$ cat src/rtl/core/lfopn_pkg.sv
package lfopn_pkg;

  // datapath widths (fixed by the Q formats of the fields)
  localparam int STEP_W   = 4;
  localparam int OUT_W    = 24;
  localparam int CFG_W    = 23;
  localparam int CFG_IX_W = 3;
  localparam int MIX_W    = 16;
  localparam int WQ_W     = 26;   // white noise in Q.25
  localparam int SUM_W    = 28;   // wave sum and wave average
  localparam int PINK_W   = 35;   // pole sum and pink noise
  localparam int POLE_W   = 32;
  localparam int OPA_W    = 35;
  localparam int OPB_W    = 26;
  localparam int PROD_W   = OPA_W + OPB_W;
  localparam int ACC_W    = PROD_W + 1;

  localparam logic [MIX_W-1:0] MIX_ONE = 16'd32768;

  localparam logic signed [SUM_W-1:0] ONE24   = 28'sd16777216;
  localparam logic signed [SUM_W-1:0] THREE24 = 28'sd50331648;

  // filter and scaling coefficients, signed Q2.24; K_THIRD is 1/3 in Q.18
  localparam logic signed [OPB_W-1:0] K_A0    = 26'sd16737790;
  localparam logic signed [OPB_W-1:0] K_A1    = 26'sd16156459;
  localparam logic signed [OPB_W-1:0] K_A2    = 26'sd9563013;
  localparam logic signed [OPB_W-1:0] K_B0    = 26'sd1661716;
  localparam logic signed [OPB_W-1:0] K_B1    = 26'sd4974720;
  localparam logic signed [OPB_W-1:0] K_B2    = 26'sd17661229;
  localparam logic signed [OPB_W-1:0] K_WHITE = 26'sd3100430;
  localparam logic signed [OPB_W-1:0] K_PINK  = 26'sd3690988;
  localparam logic signed [OPB_W-1:0] K_THIRD = 26'sd87381;

  localparam logic signed [ACC_W-1:0]  ACC_HALF24  = 62'sd8388608;
  localparam logic signed [ACC_W-1:0]  ACC_HALF22  = 62'sd2097152;
  localparam logic signed [PROD_W-1:0] PROD_HALF24 = 61'sd8388608;
  localparam logic signed [PROD_W-1:0] PROD_HALF18 = 61'sd131072;

  localparam logic signed [ACC_W-1:0] POLE_MAX = 62'sd2147483647;
  localparam logic signed [ACC_W-1:0] POLE_MIN = -62'sd2147483648;
  localparam logic signed [ACC_W-1:0] OUT_MAX  = 62'sd8388607;
  localparam logic signed [ACC_W-1:0] OUT_MIN  = -62'sd8388608;

  typedef enum logic [CFG_IX_W-1:0] {
    REG_PHASE_STEP = 3'd0,
    REG_SAW_EN     = 3'd1,
    REG_TRI_EN     = 3'd2,
    REG_SQ_EN      = 3'd3,
    REG_NOISE_MIX  = 3'd4
  } reg_ix_t;

  typedef enum logic [2:0] {
    OPA_POLE0, OPA_POLE1, OPA_POLE2, OPA_WN,
    OPA_SUM, OPA_WAVE, OPA_PINKSUM, OPA_PINK
  } opa_t;

  typedef enum logic [3:0] {
    CF_A0, CF_A1, CF_A2, CF_B0, CF_B1, CF_B2,
    CF_WHITE, CF_PINK, CF_THIRD, CF_MIXW, CF_MIXN
  } coef_t;

  typedef enum logic [1:0] {
    ACC_HOLD, ACC_LOAD, ACC_ADD
  } acc_op_t;

  typedef enum logic [2:0] {
    WB_NONE, WB_WAVE3, WB_POLE0, WB_POLE1, WB_POLE2, WB_PINKSUM, WB_PINK, WB_OUT
  } wb_t;

  typedef enum logic {
    JMP_NONE, JMP_NOT3
  } jmp_t;

  typedef struct packed {
    opa_t              opa;
    coef_t             coef;
    acc_op_t           acc;
    wb_t               wb;
    jmp_t              jmp;
    logic [STEP_W-1:0] target;
    logic              last;
  } ctrl_t;

  typedef struct packed {
    logic  busy;
    logic  fire;
    ctrl_t ctrl;
  } seq_out_t;

  function automatic ctrl_t mk(input opa_t opa, input coef_t coef, input acc_op_t acc,
                               input wb_t wb, input jmp_t jmp,
                               input logic [STEP_W-1:0] target, input logic last);
    ctrl_t c;
    c.opa    = opa;
    c.coef   = coef;
    c.acc    = acc;
    c.wb     = wb;
    c.jmp    = jmp;
    c.target = target;
    c.last   = last;
    return c;
  endfunction

  // product issued in a step lands in the product register at its end,
  // so accumulate and write-back fields act one step behind the multiply
  function automatic ctrl_t lfopn_ucode(input logic [STEP_W-1:0] step);
    ctrl_t c;
    unique case (step)
      4'd0:  c = mk(OPA_SUM,     CF_THIRD, ACC_HOLD, WB_NONE,    JMP_NOT3, 4'd2, 1'b0);
      4'd1:  c = mk(OPA_SUM,     CF_THIRD, ACC_HOLD, WB_WAVE3,   JMP_NONE, 4'd0, 1'b0);
      4'd2:  c = mk(OPA_POLE0,   CF_A0,    ACC_HOLD, WB_NONE,    JMP_NONE, 4'd0, 1'b0);
      4'd3:  c = mk(OPA_WN,      CF_B0,    ACC_LOAD, WB_NONE,    JMP_NONE, 4'd0, 1'b0);
      4'd4:  c = mk(OPA_POLE1,   CF_A1,    ACC_ADD,  WB_NONE,    JMP_NONE, 4'd0, 1'b0);
      4'd5:  c = mk(OPA_WN,      CF_B1,    ACC_LOAD, WB_POLE0,   JMP_NONE, 4'd0, 1'b0);
      4'd6:  c = mk(OPA_POLE2,   CF_A2,    ACC_ADD,  WB_NONE,    JMP_NONE, 4'd0, 1'b0);
      4'd7:  c = mk(OPA_WN,      CF_B2,    ACC_LOAD, WB_POLE1,   JMP_NONE, 4'd0, 1'b0);
      4'd8:  c = mk(OPA_WN,      CF_WHITE, ACC_ADD,  WB_NONE,    JMP_NONE, 4'd0, 1'b0);
      4'd9:  c = mk(OPA_WAVE,    CF_MIXW,  ACC_LOAD, WB_POLE2,   JMP_NONE, 4'd0, 1'b0);
      4'd10: c = mk(OPA_SUM,     CF_THIRD, ACC_LOAD, WB_PINKSUM, JMP_NONE, 4'd0, 1'b0);
      4'd11: c = mk(OPA_PINKSUM, CF_PINK,  ACC_HOLD, WB_NONE,    JMP_NONE, 4'd0, 1'b0);
      4'd12: c = mk(OPA_PINKSUM, CF_PINK,  ACC_HOLD, WB_PINK,    JMP_NONE, 4'd0, 1'b0);
      4'd13: c = mk(OPA_PINK,    CF_MIXN,  ACC_HOLD, WB_NONE,    JMP_NONE, 4'd0, 1'b0);
      4'd14: c = mk(OPA_PINK,    CF_MIXN,  ACC_ADD,  WB_NONE,    JMP_NONE, 4'd0, 1'b0);
      4'd15: c = mk(OPA_PINK,    CF_MIXN,  ACC_HOLD, WB_OUT,     JMP_NONE, 4'd0, 1'b1);
    endcase
    return c;
  endfunction

endpackage

$ cat src/rtl/core/lfopn_if.sv
interface lfopn_in_if #(parameter int NOISE_BITS = 16);
  logic                         valid;
  logic                         ready;
  logic signed [NOISE_BITS-1:0] white_noise;

  modport source (output valid, output white_noise, input ready);
  modport sink (input valid, input white_noise, output ready);
endinterface

interface lfopn_out_if;
  import lfopn_pkg::*;

  logic                    valid;
  logic                    ready;
  logic signed [OUT_W-1:0] mod_value;

  modport source (output valid, output mod_value, input ready);
  modport sink (input valid, input mod_value, output ready);
endinterface

$ cat src/rtl/core/lfo_with_pink_noise_mix.sv
// channel   dir  handshake          payload
// in_ch     in   valid / ready      white_noise  (NOISE_BITS, signed Q1.15)
// out_ch    out  valid / ready      mod_value    (24, signed Q6.18)
// cfg_*     in   cfg_we             cfg_index selects the register, cfg_wdata
//
// a request is taken when the sequencer is idle and runs 16 steps (15 when fewer
// than three waves are on); the next request is taken only once the sequencer is
// idle again; all steps share the one 35x26 multiplier, used for ten or eleven
// products per item
// sync reset clears configuration, phase, filter poles and the output valid
// the final step holds while a finished result waits on out_ch, so the next
// request can be taken and worked on behind an unclaimed result
module lfo_with_pink_noise_mix #(
  parameter int PHASE_BITS = 24,
  parameter int NOISE_BITS = 16
) (
  input  logic                             clk,
  input  logic                             rst_n,
  lfopn_in_if.sink                         in_ch,
  lfopn_out_if.source                      out_ch,
  input  logic                             cfg_we,
  input  logic [lfopn_pkg::CFG_IX_W-1:0]   cfg_index,
  input  logic [lfopn_pkg::CFG_W-1:0]      cfg_wdata
);
  import lfopn_pkg::*;

  localparam int WQ_SH = WQ_W - NOISE_BITS;

  // configuration
  logic [CFG_W-1:0] phase_step_r;
  logic             saw_en_r, tri_en_r, sq_en_r;
  logic [MIX_W-1:0] noise_mix_r;

  // state and datapath
  logic [PHASE_BITS-1:0]    wave_phase_r;
  logic signed [POLE_W-1:0] pole_r [3];
  logic signed [WQ_W-1:0]   w_r;
  logic signed [SUM_W-1:0]  sum_r, wave_r;
  logic signed [PINK_W-1:0] pinksum_r, pink_r;
  logic signed [PROD_W-1:0] prod_r, prod_nxt;
  logic signed [ACC_W-1:0]  acc_r, acc_nxt;
  logic                     out_valid_r;
  logic signed [OUT_W-1:0]  mod_value_r;

  seq_out_t seq;
  logic     in_acc;
  logic     three_wave;
  logic     hold;

  // wave generation at accept
  logic [PHASE_BITS+23:0]       ph_ext;
  logic [23:0]                  p_q24;
  logic                         first_half;
  logic signed [SUM_W-1:0]      p4, saw_term, tri_term, sq_term, sum_nxt, wave_init;
  logic [1:0]                   n_en;
  logic signed [NOISE_BITS-1:0] wn;
  logic signed [WQ_W-1:0]       w_nxt;

  logic [MIX_W-1:0]         m_clamp, m_wave;
  logic signed [OPA_W-1:0]  op_a;
  logic signed [OPB_W-1:0]  op_b;
  logic signed [ACC_W-1:0]  acc_sh24, acc_sh22;
  logic signed [PROD_W-1:0] prod_sh24, prod_sh18;
  logic signed [POLE_W-1:0] pole_sat;
  logic signed [OUT_W-1:0]  out_sat;

  assign in_acc     = in_ch.valid && in_ch.ready;
  assign in_ch.ready = !seq.busy;
  assign hold       = out_valid_r && !out_ch.ready;
  assign n_en       = {1'b0, saw_en_r} + {1'b0, tri_en_r} + {1'b0, sq_en_r};
  assign three_wave = (n_en == 2'd3);

  lfopn_seq u_seq (
    .clk        (clk),
    .rst_n      (rst_n),
    .start      (in_acc),
    .hold       (hold),
    .three_wave (three_wave),
    .seq        (seq)
  );

  // phase as Q0.24, whatever the accumulator width
  assign ph_ext     = {wave_phase_r, 24'b0};
  assign p_q24      = ph_ext[PHASE_BITS+23 -: 24];
  assign first_half = ~p_q24[23];
  assign p4         = signed'({2'b00, p_q24, 2'b00});

  always_comb begin
    saw_term = saw_en_r ? signed'({4'b0000, p_q24}) : '0;
    tri_term = '0;
    if (tri_en_r) begin
      tri_term = first_half ? (p4 - ONE24) : (THREE24 - p4);
    end
    sq_term   = (sq_en_r && first_half) ? ONE24 : '0;
    sum_nxt   = saw_term + tri_term + sq_term;
    // two waves: the Q.24 sum is already the Q.25 average
    wave_init = (n_en == 2'd2) ? sum_nxt : (sum_nxt <<< 1);
  end

  assign wn    = in_ch.white_noise;
  assign w_nxt = WQ_W'(wn) <<< WQ_SH;

  assign m_clamp = (noise_mix_r > MIX_ONE) ? MIX_ONE : noise_mix_r;
  assign m_wave  = MIX_ONE - m_clamp;

  // shared multiplier operands
  always_comb begin
    unique case (seq.ctrl.opa)
      OPA_POLE0:   op_a = OPA_W'(pole_r[0]);
      OPA_POLE1:   op_a = OPA_W'(pole_r[1]);
      OPA_POLE2:   op_a = OPA_W'(pole_r[2]);
      OPA_WN:      op_a = OPA_W'(w_r);
      OPA_SUM:     op_a = OPA_W'(sum_r);
      OPA_WAVE:    op_a = OPA_W'(wave_r);
      OPA_PINKSUM: op_a = OPA_W'(pinksum_r);
      OPA_PINK:    op_a = OPA_W'(pink_r);
    endcase
  end

  always_comb begin
    unique case (seq.ctrl.coef)
      CF_A0:    op_b = K_A0;
      CF_A1:    op_b = K_A1;
      CF_A2:    op_b = K_A2;
      CF_B0:    op_b = K_B0;
      CF_B1:    op_b = K_B1;
      CF_B2:    op_b = K_B2;
      CF_WHITE: op_b = K_WHITE;
      CF_PINK:  op_b = K_PINK;
      CF_THIRD: op_b = K_THIRD;
      CF_MIXW:  op_b = signed'({{(OPB_W-MIX_W){1'b0}}, m_wave});
      CF_MIXN:  op_b = signed'({{(OPB_W-MIX_W){1'b0}}, m_clamp});
      default:  op_b = '0;
    endcase
  end

  assign prod_nxt = op_a * op_b;

  always_comb begin
    unique case (seq.ctrl.acc)
      ACC_LOAD: acc_nxt = ACC_W'(prod_r);
      ACC_ADD:  acc_nxt = acc_r + ACC_W'(prod_r);
      default:  acc_nxt = acc_r;
    endcase
  end

  // round half up, then saturate the accumulator results
  assign acc_sh24  = (acc_r + ACC_HALF24) >>> 24;
  assign acc_sh22  = (acc_r + ACC_HALF22) >>> 22;
  assign prod_sh24 = (prod_r + PROD_HALF24) >>> 24;
  assign prod_sh18 = (prod_r + PROD_HALF18) >>> 18;

  always_comb begin
    priority if (acc_sh24 > POLE_MAX) begin
      pole_sat = POLE_W'(POLE_MAX);
    end else if (acc_sh24 < POLE_MIN) begin
      pole_sat = POLE_W'(POLE_MIN);
    end else begin
      pole_sat = POLE_W'(acc_sh24);
    end
  end

  always_comb begin
    priority if (acc_sh22 > OUT_MAX) begin
      out_sat = OUT_W'(OUT_MAX);
    end else if (acc_sh22 < OUT_MIN) begin
      out_sat = OUT_W'(OUT_MIN);
    end else begin
      out_sat = OUT_W'(acc_sh22);
    end
  end

  // control, configuration and filter state
  always_ff @(posedge clk) begin
    if (!rst_n) begin
      phase_step_r <= '0;
      saw_en_r     <= 1'b0;
      tri_en_r     <= 1'b0;
      sq_en_r      <= 1'b0;
      noise_mix_r  <= '0;
      wave_phase_r <= '0;
      pole_r[0]    <= '0;
      pole_r[1]    <= '0;
      pole_r[2]    <= '0;
      out_valid_r  <= 1'b0;
    end else begin
      if (cfg_we) begin
        unique case (cfg_index)
          REG_PHASE_STEP: phase_step_r <= cfg_wdata;
          REG_SAW_EN:     saw_en_r     <= cfg_wdata[0];
          REG_TRI_EN:     tri_en_r     <= cfg_wdata[0];
          REG_SQ_EN:      sq_en_r      <= cfg_wdata[0];
          REG_NOISE_MIX:  noise_mix_r  <= cfg_wdata[MIX_W-1:0];
          default: ;
        endcase
      end
      if (in_acc) begin
        wave_phase_r <= wave_phase_r + PHASE_BITS'(phase_step_r);
      end
      if (seq.fire) begin
        unique case (seq.ctrl.wb)
          WB_POLE0: pole_r[0] <= pole_sat;
          WB_POLE1: pole_r[1] <= pole_sat;
          WB_POLE2: pole_r[2] <= pole_sat;
          default: ;
        endcase
      end
      if (seq.fire && seq.ctrl.wb == WB_OUT) begin
        out_valid_r <= 1'b1;
      end else if (out_ch.ready) begin
        out_valid_r <= 1'b0;
      end
    end
  end

  // datapath registers
  always_ff @(posedge clk) begin
    if (in_acc) begin
      w_r    <= w_nxt;
      sum_r  <= sum_nxt;
      wave_r <= wave_init;
    end
    if (seq.busy) begin
      prod_r <= prod_nxt;
    end
    if (seq.fire) begin
      acc_r <= acc_nxt;
      unique case (seq.ctrl.wb)
        WB_WAVE3:   wave_r      <= SUM_W'(prod_sh18) <<< 1;
        WB_PINKSUM: pinksum_r   <= PINK_W'(pole_r[0]) + PINK_W'(pole_r[1])
                                   + PINK_W'(pole_r[2]) + PINK_W'(acc_sh24);
        WB_PINK:    pink_r      <= PINK_W'(prod_sh24);
        WB_OUT:     mod_value_r <= out_sat;
        default: ;
      endcase
    end
  end

  assign out_ch.valid     = out_valid_r;
  assign out_ch.mod_value = mod_value_r;

endmodule

$ cat src/rtl/core/lfopn_seq.sv
module lfopn_seq (
  input  logic               clk,
  input  logic               rst_n,
  input  logic               start,
  input  logic               hold,
  input  logic               three_wave,
  output lfopn_pkg::seq_out_t seq
);
  import lfopn_pkg::*;

  logic              busy_r, busy_nxt;
  logic [STEP_W-1:0] step_r, step_nxt;
  ctrl_t             ctrl;
  logic              fire;

  assign ctrl = lfopn_ucode(step_r);
  // the last step waits while the previous result is still unclaimed
  assign fire = busy_r && !(ctrl.last && hold);

  always_comb begin
    busy_nxt = busy_r;
    step_nxt = step_r;
    if (start) begin
      busy_nxt = 1'b1;
      step_nxt = '0;
    end else if (fire) begin
      if (ctrl.last) begin
        busy_nxt = 1'b0;
      end else begin
        unique case (ctrl.jmp)
          JMP_NOT3: step_nxt = three_wave ? step_r + 4'd1 : ctrl.target;
          JMP_NONE: step_nxt = step_r + 4'd1;
        endcase
      end
    end
  end

  always_ff @(posedge clk) begin
    if (!rst_n) begin
      busy_r <= 1'b0;
      step_r <= '0;
    end else begin
      busy_r <= busy_nxt;
      step_r <= step_nxt;
    end
  end

  assign seq.busy = busy_r;
  assign seq.fire = fire;
  assign seq.ctrl = ctrl;

endmodule

$ cat src/flat_wrapper.sv
// flat-port wrapper written by rule: the top's interface ports become plain ports
module lfo_with_pink_noise_mix_flat import lfopn_pkg::*;
#(
  parameter int PHASE_BITS = 24,
  parameter int NOISE_BITS = 16
)
  (clk, rst_n, cfg_we, cfg_index, cfg_wdata, in_ch_valid, in_ch_white_noise, in_ch_ready, out_ch_valid, out_ch_mod_value, out_ch_ready);
  lfopn_in_if #(.NOISE_BITS(NOISE_BITS)) in_ch_i ();
  lfopn_out_if out_ch_i ();
  input  logic clk;
  input  logic rst_n;
  input  logic cfg_we;
  input  logic [lfopn_pkg::CFG_IX_W-1:0] cfg_index;
  input  logic [lfopn_pkg::CFG_W-1:0] cfg_wdata;
  input wire logic [$bits(in_ch_i.valid)-1:0] in_ch_valid;
  input wire logic [$bits(in_ch_i.white_noise)-1:0] in_ch_white_noise;
  output wire logic [$bits(in_ch_i.ready)-1:0] in_ch_ready;
  output wire logic [$bits(out_ch_i.valid)-1:0] out_ch_valid;
  output wire logic [$bits(out_ch_i.mod_value)-1:0] out_ch_mod_value;
  input wire logic [$bits(out_ch_i.ready)-1:0] out_ch_ready;
  assign in_ch_i.valid = in_ch_valid;
  assign in_ch_i.white_noise = in_ch_white_noise;
  assign in_ch_ready = in_ch_i.ready;
  assign out_ch_valid = out_ch_i.valid;
  assign out_ch_mod_value = out_ch_i.mod_value;
  assign out_ch_i.ready = out_ch_ready;
  lfo_with_pink_noise_mix #(.PHASE_BITS(PHASE_BITS), .NOISE_BITS(NOISE_BITS)) u_core (.clk(clk), .rst_n(rst_n), .in_ch(in_ch_i), .out_ch(out_ch_i), .cfg_we(cfg_we), .cfg_index(cfg_index), .cfg_wdata(cfg_wdata));
endmodule
$ cat config.mk
export PLATFORM = sky130hd
export DESIGN_NAME = lfo_with_pink_noise_mix_flat
export DESIGN_NICKNAME = d
export VERILOG_FILES = /design/src/rtl/core/lfopn_pkg.sv /design/src/rtl/core/lfopn_if.sv /design/src/rtl/core/lfo_with_pink_noise_mix.sv /design/src/rtl/core/lfopn_seq.sv /design/src/flat_wrapper.sv
export SDC_FILE = /design/constraint.sdc
export NUM_CORES = 2
export LEC_CHECK = 0
export BUFFER_PORTS_ARGS = -buffer_cell sky130_fd_sc_hd__buf_2
export CAP_MARGIN = 15
export CORE_MARGIN = 3
export CORE_UTILIZATION = 35
export CTS_CLUSTER_SIZE = 24
export DETAILED_ROUTE_END_ITERATION = 10
export PLACE_DENSITY_LB_ADDON = 0.3
export SKIP_CTS_REPAIR_TIMING = 1
export SYNTH_ARGS = -nofsm -noshare
export SYNTH_HDL_FRONTEND = slang
export SYNTH_SLANG_ARGS = --single-unit
$ cat constraint.sdc
create_clock -name clk -period 11.4 [get_ports clk]
set_clock_uncertainty 0.15 [all_clocks]
set_input_delay 1.71 -clock clk [delete_from_list [all_inputs] [get_ports clk]]
set_output_delay 1.71 -clock clk [all_outputs]
set_load 0.02 [all_outputs]
# ---- Word-level counts from Yosys, hierarchy flattened
# Memory sizes are Yosys's and may differ from the RTL's. A register that Yosys moved wholly into a read port is not among the register bits.
# Cells that the tools add are included.
dict set report op_classes {
  n_addsub 17
  n_mul 1
  div 0
  order_cmp 5
  eq_ne 32
  shifts 0
  mux 40
  bitwise_logic 7
  reduce_logical 28
}
# operator n
set ops {}
lappend ops {{35-bit one-hot mux with 8 select lines} 1}
lappend ops {{25-bit one-hot mux with 11 select lines} 1}
lappend ops {{28-bit two-way mux} 6}
lappend ops {{32-bit two-way mux} 5}
lappend ops {{62-bit one-hot mux with 2 select lines} 1}
lappend ops {{62-bit by 23-bit adder with 62-bit output, second input constant} 1}
lappend ops {{62-bit by 25-bit adder with 62-bit output, second input constant} 1}
lappend ops {{62-bit by 61-bit adder with 62-bit output} 1}
lappend ops {{35-bit by 26-bit multiplier with 61-bit output} 1}
lappend ops {{59-bit by 25-bit adder with 59-bit output, second input constant} 1}
lappend ops {{28-bit adder} 2}
lappend ops {{24-bit two-way mux} 2}
lappend ops {{45-bit by 19-bit adder with 45-bit output, second input constant} 1}
lappend ops {{40-bit by 24-bit > comparator with 1-bit output, second input constant} 1}
lappend ops {{40-bit by 24-bit < comparator with 1-bit output, second input constant} 1}
lappend ops {{38-bit by 32-bit > comparator with 1-bit output, second input constant} 1}
lappend ops {{38-bit by 32-bit < comparator with 1-bit output, second input constant} 1}
lappend ops {{35-bit adder} 1}
lappend ops {{33-bit by 32-bit adder with 34-bit output} 1}
lappend ops {{32-bit by 32-bit adder with 33-bit output} 1}
lappend ops {{3-bit equality test, second input constant} 9}
lappend ops {{26-bit by 25-bit subtractor with 27-bit output, second input constant} 1}
lappend ops {{26-bit by 26-bit subtractor with 27-bit output, first input constant} 1}
lappend ops {{25-bit two-way mux} 1}
lappend ops {{other kinds (27)} 87}
dict set report word_totals {
  reg_bits 361
  latchBits 0
  ram_bits 96
  mem_bits_ro 240
  inputBits 47
  elab_cells 149
  n_memories 2
}
# name words width rd rd_clocked_by_memory_dff wr line
set memory_table {}
lappend memory_table {{(no name shown)} 16 15 1 1 0 lfopn_pkg.sv:108} ;# unique case (step)
lappend memory_table {u_core.pole_r 3 32 3 0 3 lfo_with_pink_noise_mix.sv:36} ;# logic signed [POLE_W-1:0] pole_r [3];

# ---- Depth between registers and ports, before layout
dict set report depth {
  depth_word 9
  mapped_depth 38
}

# ---- By module
# From an unflattened synthesis, not the netlist that was laid out.
dict set report unflattened {
  hier_cells 6978
  area_unflattened_um2 62951.6
}
# module n_inst cells_per_inst area_per_inst_um2
set by_module_without_submodules {}
lappend by_module_without_submodules {lfo_with_pink_noise_mix 1 6851 61788.0}
lappend by_module_without_submodules {lfopn_seq 1 127 1163.6}

# ---- Worst setup path after synthesis
# No wires, ideal clock.
dict set report synth_timing {
  path_kind {flip-flop to flip-flop}
  startpoint {register u_core.noise_mix_r[9]}
  endpoint {register u_core.prod_r[57], data pin}
  setup_time_ps 271
  t_arrival_ps 8998
  required_time_ps 10979
  path_slack_ps 1981
  stages_incl_launch_ff 32
  period_less_slack_ps 9419
  path_cell_list {dfxtp_1 > or3_1 > or3_1 > o31ai_2 > nand2_1 > xor2_1 > a21oi_1 > o22ai_1 > a21oi_1 > clkbuf_1 > nor2_1 > fa_1 > inv_1 > fa_1 > fa_1 > inv_1 > fa_1 > fa_1 > fa_1 > inv_1 > fa_1 > inv_1 > ha_1 > and3_1 > and3_1 > nand2_1 > nor2_1 > o21a_1 > o21ai_0 > nand2b_1 > a2111oi_0 > nor4_1}
}
dict set report synth_between {
  elab_chain_cells 5
}
# element line
set synth_lines {}
lappend synth_lines {{from (decl)} lfo_with_pink_noise_mix.sv:32} ;# logic [MIX_W-1:0] noise_mix_r;
lappend synth_lines {{from (signal assigned)} lfo_with_pink_noise_mix.sv:193} ;# REG_NOISE_MIX: noise_mix_r <= cfg_wdata[MIX_W-1:0];
lappend synth_lines {{16-bit > comparator} lfo_with_pink_noise_mix.sv:103} ;# assign m_clamp = (noise_mix_r > MIX_ONE) ? MIX_ONE : noise_mix_r;
lappend synth_lines {{16-bit two-way mux *} lfo_with_pink_noise_mix.sv:103}
lappend synth_lines {{16-bit subtractor} lfo_with_pink_noise_mix.sv:104} ;# assign m_wave = MIX_ONE - m_clamp;
lappend synth_lines {{25-bit one-hot mux with 11 select lines *} lfo_with_pink_noise_mix.sv:121} ;# unique case (seq.ctrl.coef)
lappend synth_lines {{35-bit by 26-bit multiplier with 61-bit output *} lfo_with_pink_noise_mix.sv:137} ;# assign prod_nxt = op_a * op_b;
lappend synth_lines {{via u_core.prod_nxt[57]} lfo_with_pink_noise_mix.sv:40} ;# logic signed [PROD_W-1:0] prod_r, prod_nxt;
lappend synth_lines {{to (signal assigned)} lfo_with_pink_noise_mix.sv:224} ;# prod_r <= prod_nxt;
lappend synth_lines {{to (decl)} lfo_with_pink_noise_mix.sv:40}
# Mark *: on every way through the listed nets, which the timed path passes. The rest lies on a longest branch.
# A chain may end at the register's enable or synchronous reset.

# ---- Final worst setup path
dict set report layout_timing {
  startpoint {register u_core.noise_mix_r[15]}
  endpoint {register u_core.prod_r[42], data pin}
}
# The elaborated chain is that of the path after synthesis.

==> flow_summary_export.csv <==
group,metric,value,unit
run_status,status,"complete, no violations",
min_path,min_path_type,"reg -> reg",
synth,synth-edff-count,357,
worst_setup_path,start_kind,"register",
sta,grt_setup_unrepaired,"no",
sta,relSlewSlack,0.1127,
clock_network,htree_levels,2,
synth,netlist_area,0.06320,mm²
die,core_area,0.1790,mm²
sta,max_freq,0.09115,GHz
die,std_cell_rows,155,
drt,via_per_inst,5.364,
synth,synth_flop_cell,"edfxtp_1",
clock_network,clock_path_buffers,3,
sta,drv_slew,0,
sta,tns,0,ps
place,port_buffers,72,
drt,drtPass1Iterations,7,
run,cap_violations,0,
layout,fin_nets,8278,
worst_setup_path,path_buf_inv,7,
place,gp_congestion,0.9556,
clock_network,clkSinkCount,471,
worst_setup_path,crit_slowest_cell,"dfxtp_1",
layout,drive_gt1_frac,0.07252,
drt,post_drt_wl_per_cell,23.46,µm
place,dp_hpwl,177300,µm
worst_setup_path,cpMostUsedCell,"fa_1",
synth,synthArstFlopShare,0,
worst_setup_path,critPathMaxStageDelay,650,ps
synth,ys_warn_count,0,
sta,tightest_slew,1322,ps
drt,num_vias,50140,
sta,setup_viol_count_final,0,
clock_network,cts_buffers,51,
worst_setup_path,crit_fanout,12,
worst_setup_path,cp_top_family,"adder cells",
clock_network,clkTransAtPathRegs,80,ps
clock_network,clockRootBuffer,"clkbuf_16",
drt,drtIter0Drc,4454,
synth,synthesis.nets,8320,
worst_setup_path,path_class,"reg -> reg",
clock_network,cts_tree,"built",
global_routing,track_usage,0.2364,
sta,finalHoldViolCount,0,
die,die_area,0.1857,mm²
layout,syn2layout_area_growth,8.433,%
drt,totalWireLength,219300,µm
synth,syn_avg_cell_area,9.041,µm²
sta,fin_crit,10970,ps
synth,synth_seq_cells,471,
sta,fin_crit_sh,0.9624,
global_routing,antenna_found_initial,8,
worst_setup_path,arrival,11210,ps
die,start_util,0.3531,
clock_network,insertion_delay,640,ps
synth,seq_area_frac_synth,0.2057,
worst_setup_path,end_kind,"register",
drt,remaining_drc_errors,0,
synth,synth_cell_type_count,96,
global_routing,grt_max_degree,78,
drt,ant_nets,0,
global_routing,grt_pass1_wl,330200,µm
synth,syn_inst,6991,
worst_setup_path,critical_path_required,11640,ps
global_routing,grt_overflow_total,0,
die,num_io_pins,73,
die,chipWidth,430.9,µm
die,die_y,430.9,µm
global_routing,grt_pass1_vias,51090,
==> synth_stat cells (35+ instances only) <==
cell type | instances | area [µm²]
inv_1 | 1242 | 4662
fa_1 | 929 | 18600
nor2_1 | 800 | 3003
nand2_1 | 659 | 2474
edfxtp_1 | 357 | 10720
ha_1 | 353 | 4417
clkbuf_1 | 278 | 1044
a21oi_1 | 274 | 1371
o21ai_0 | 226 | 1131
xnor2_1 | 225 | 1971
xor2_1 | 138 | 1209
dfxtp_1 | 114 | 2282
a21o_1 | 109 | 818.3
nand2b_1 | 107 | 669.4
nand3_1 | 106 | 530.5
and2_1 | 88 | 550.5
nor3_1 | 75 | 375.4
a21boi_0 | 63 | 473.0
nand4_1 | 58 | 362.9
mux2_2 | 46 | 518.0
mux2i_1 | 45 | 450.4
o21a_1 | 42 | 315.3
and3_1 | 39 | 244.0
o21bai_1 | 37 | 277.8
a31oi_1 | 35 | 219.0
nor2b_1 | 35 | 219.0
==> registers in the layout (all words and copies together) (netlist names) <==
name / cells
u_core.pole_r: 96
u_core.acc_r: 62
u_core.prod_r: 61
u_core.pink_r: 35
u_core.pinksum_r: 35
u_core.sum_r: 28
u_core.wave_r: 28
u_core.out_ch.mod_value: 24
u_core.p_q24: 24
u_core.phase_step_r: 23
u_core.noise_mix_r: 16
u_core.w_r: 16
u_core.u_seq.ctrl: 14
u_core.u_seq.step_r: 4
u_core.out_ch.valid: 1
u_core.saw_en_r: 1
u_core.sq_en_r: 1
u_core.tri_en_r: 1
u_core.u_seq.busy_r: 1
==> cells by family (layout without fill, tap and decap cells) <==
family,count (synthesis),after routing,synth area share
AND/OR/NAND/NOR,2094,2094,0.1486
buffers and inverters,1569,1569,0.09461
adder cells (fa/ha/maj),1283,1283,0.3643
AO/OA/AOI/OAI,1097,1097,0.1132
flip-flops,471,471,0.2057
XOR/XNOR,364,364,0.05056
multiplexers,113,113,0.02304
other,0,1,0
==> final timing paths <==
path | start | endpoint | slack [ps] | cells after the start
worst max register to register | u_core.noise_mix_r[15]$_SDFFE_PN0P_ | u_core.prod_r[42]$_DFFE_PP_ | 430 | 34
worst min-delay path | u_core.wave_r[0]$_DFF_P_ | u_core.wave_r[0]$_DFF_P_ | 320 | 2
worst min register to register | u_core.wave_r[0]$_DFF_P_ | u_core.wave_r[0]$_DFF_P_ | 320 | 2
worst max-delay path | u_core.noise_mix_r[15]$_SDFFE_PN0P_ | u_core.prod_r[42]$_DFFE_PP_ | 430 | 34
==> metrics by stage <==
stage	area, µm²	setup slack [ps]	hold slack, ps	utilization	instances
after floorplan	63200	1981	281.3	-	6991
after global placement	66740	283.3	309.3	0.3728	9250
after detailed placement	66740	41.51	309.0	0.3728	9250
after CTS	68480	6.418	321.8	0.3826	9345
after global routing	68530	1.082	359.2	0.3828	9346
final	68530	428.8	321.3	0.3829	9347
==> cell type report <==
cell class | count | area, µm²
Fill cell | 18040 | 110500
Multi-Input combinational cell | 4951 | 44570
Sequential cell | 471 | 13010
Inverter | 1248 | 4690
Tap cell | 2355 | 2947
Timing Repair Buffer | 226 | 1574
Clock buffer | 70 | 1505
Clock inverter | 25 | 235.2
Antenna cell | 1 | 2.502
==> worst min-delay path, stage by stage, from the launching register on <==
cell	delay, ps
dfxtp_1	320
nand2_1	50
a21oi_1	50
==> metal layers <==
layer	track usage	share of wire	vias up
met4	0.08049	0.039	4
met2	0.3704	0.45	1903
met1	0.3325	0.44	25500
met3	0.03761	0.075	333
li1	-	-	22400
met5	0	0.00012	-
==> cell usage in the layout (no fill, tap or decap), types with 106 or more instances in the layout <==
cell,count
a21oi_1,272
inv_1,1242
dfxtp_1,109
edfxtp_1,357
xnor2_1,225
nand2_1,658
o21ai_0,221
nand3_1,106
a21o_1,109
fa_1,929
ha_1,352
xor2_1,138
buf_4,150
nand2b_1,106
nor2_1,794
Power is left out: the tool's default activity adds up to more than one toggle a clock period on the data nets, which glitch-free logic cannot reach.
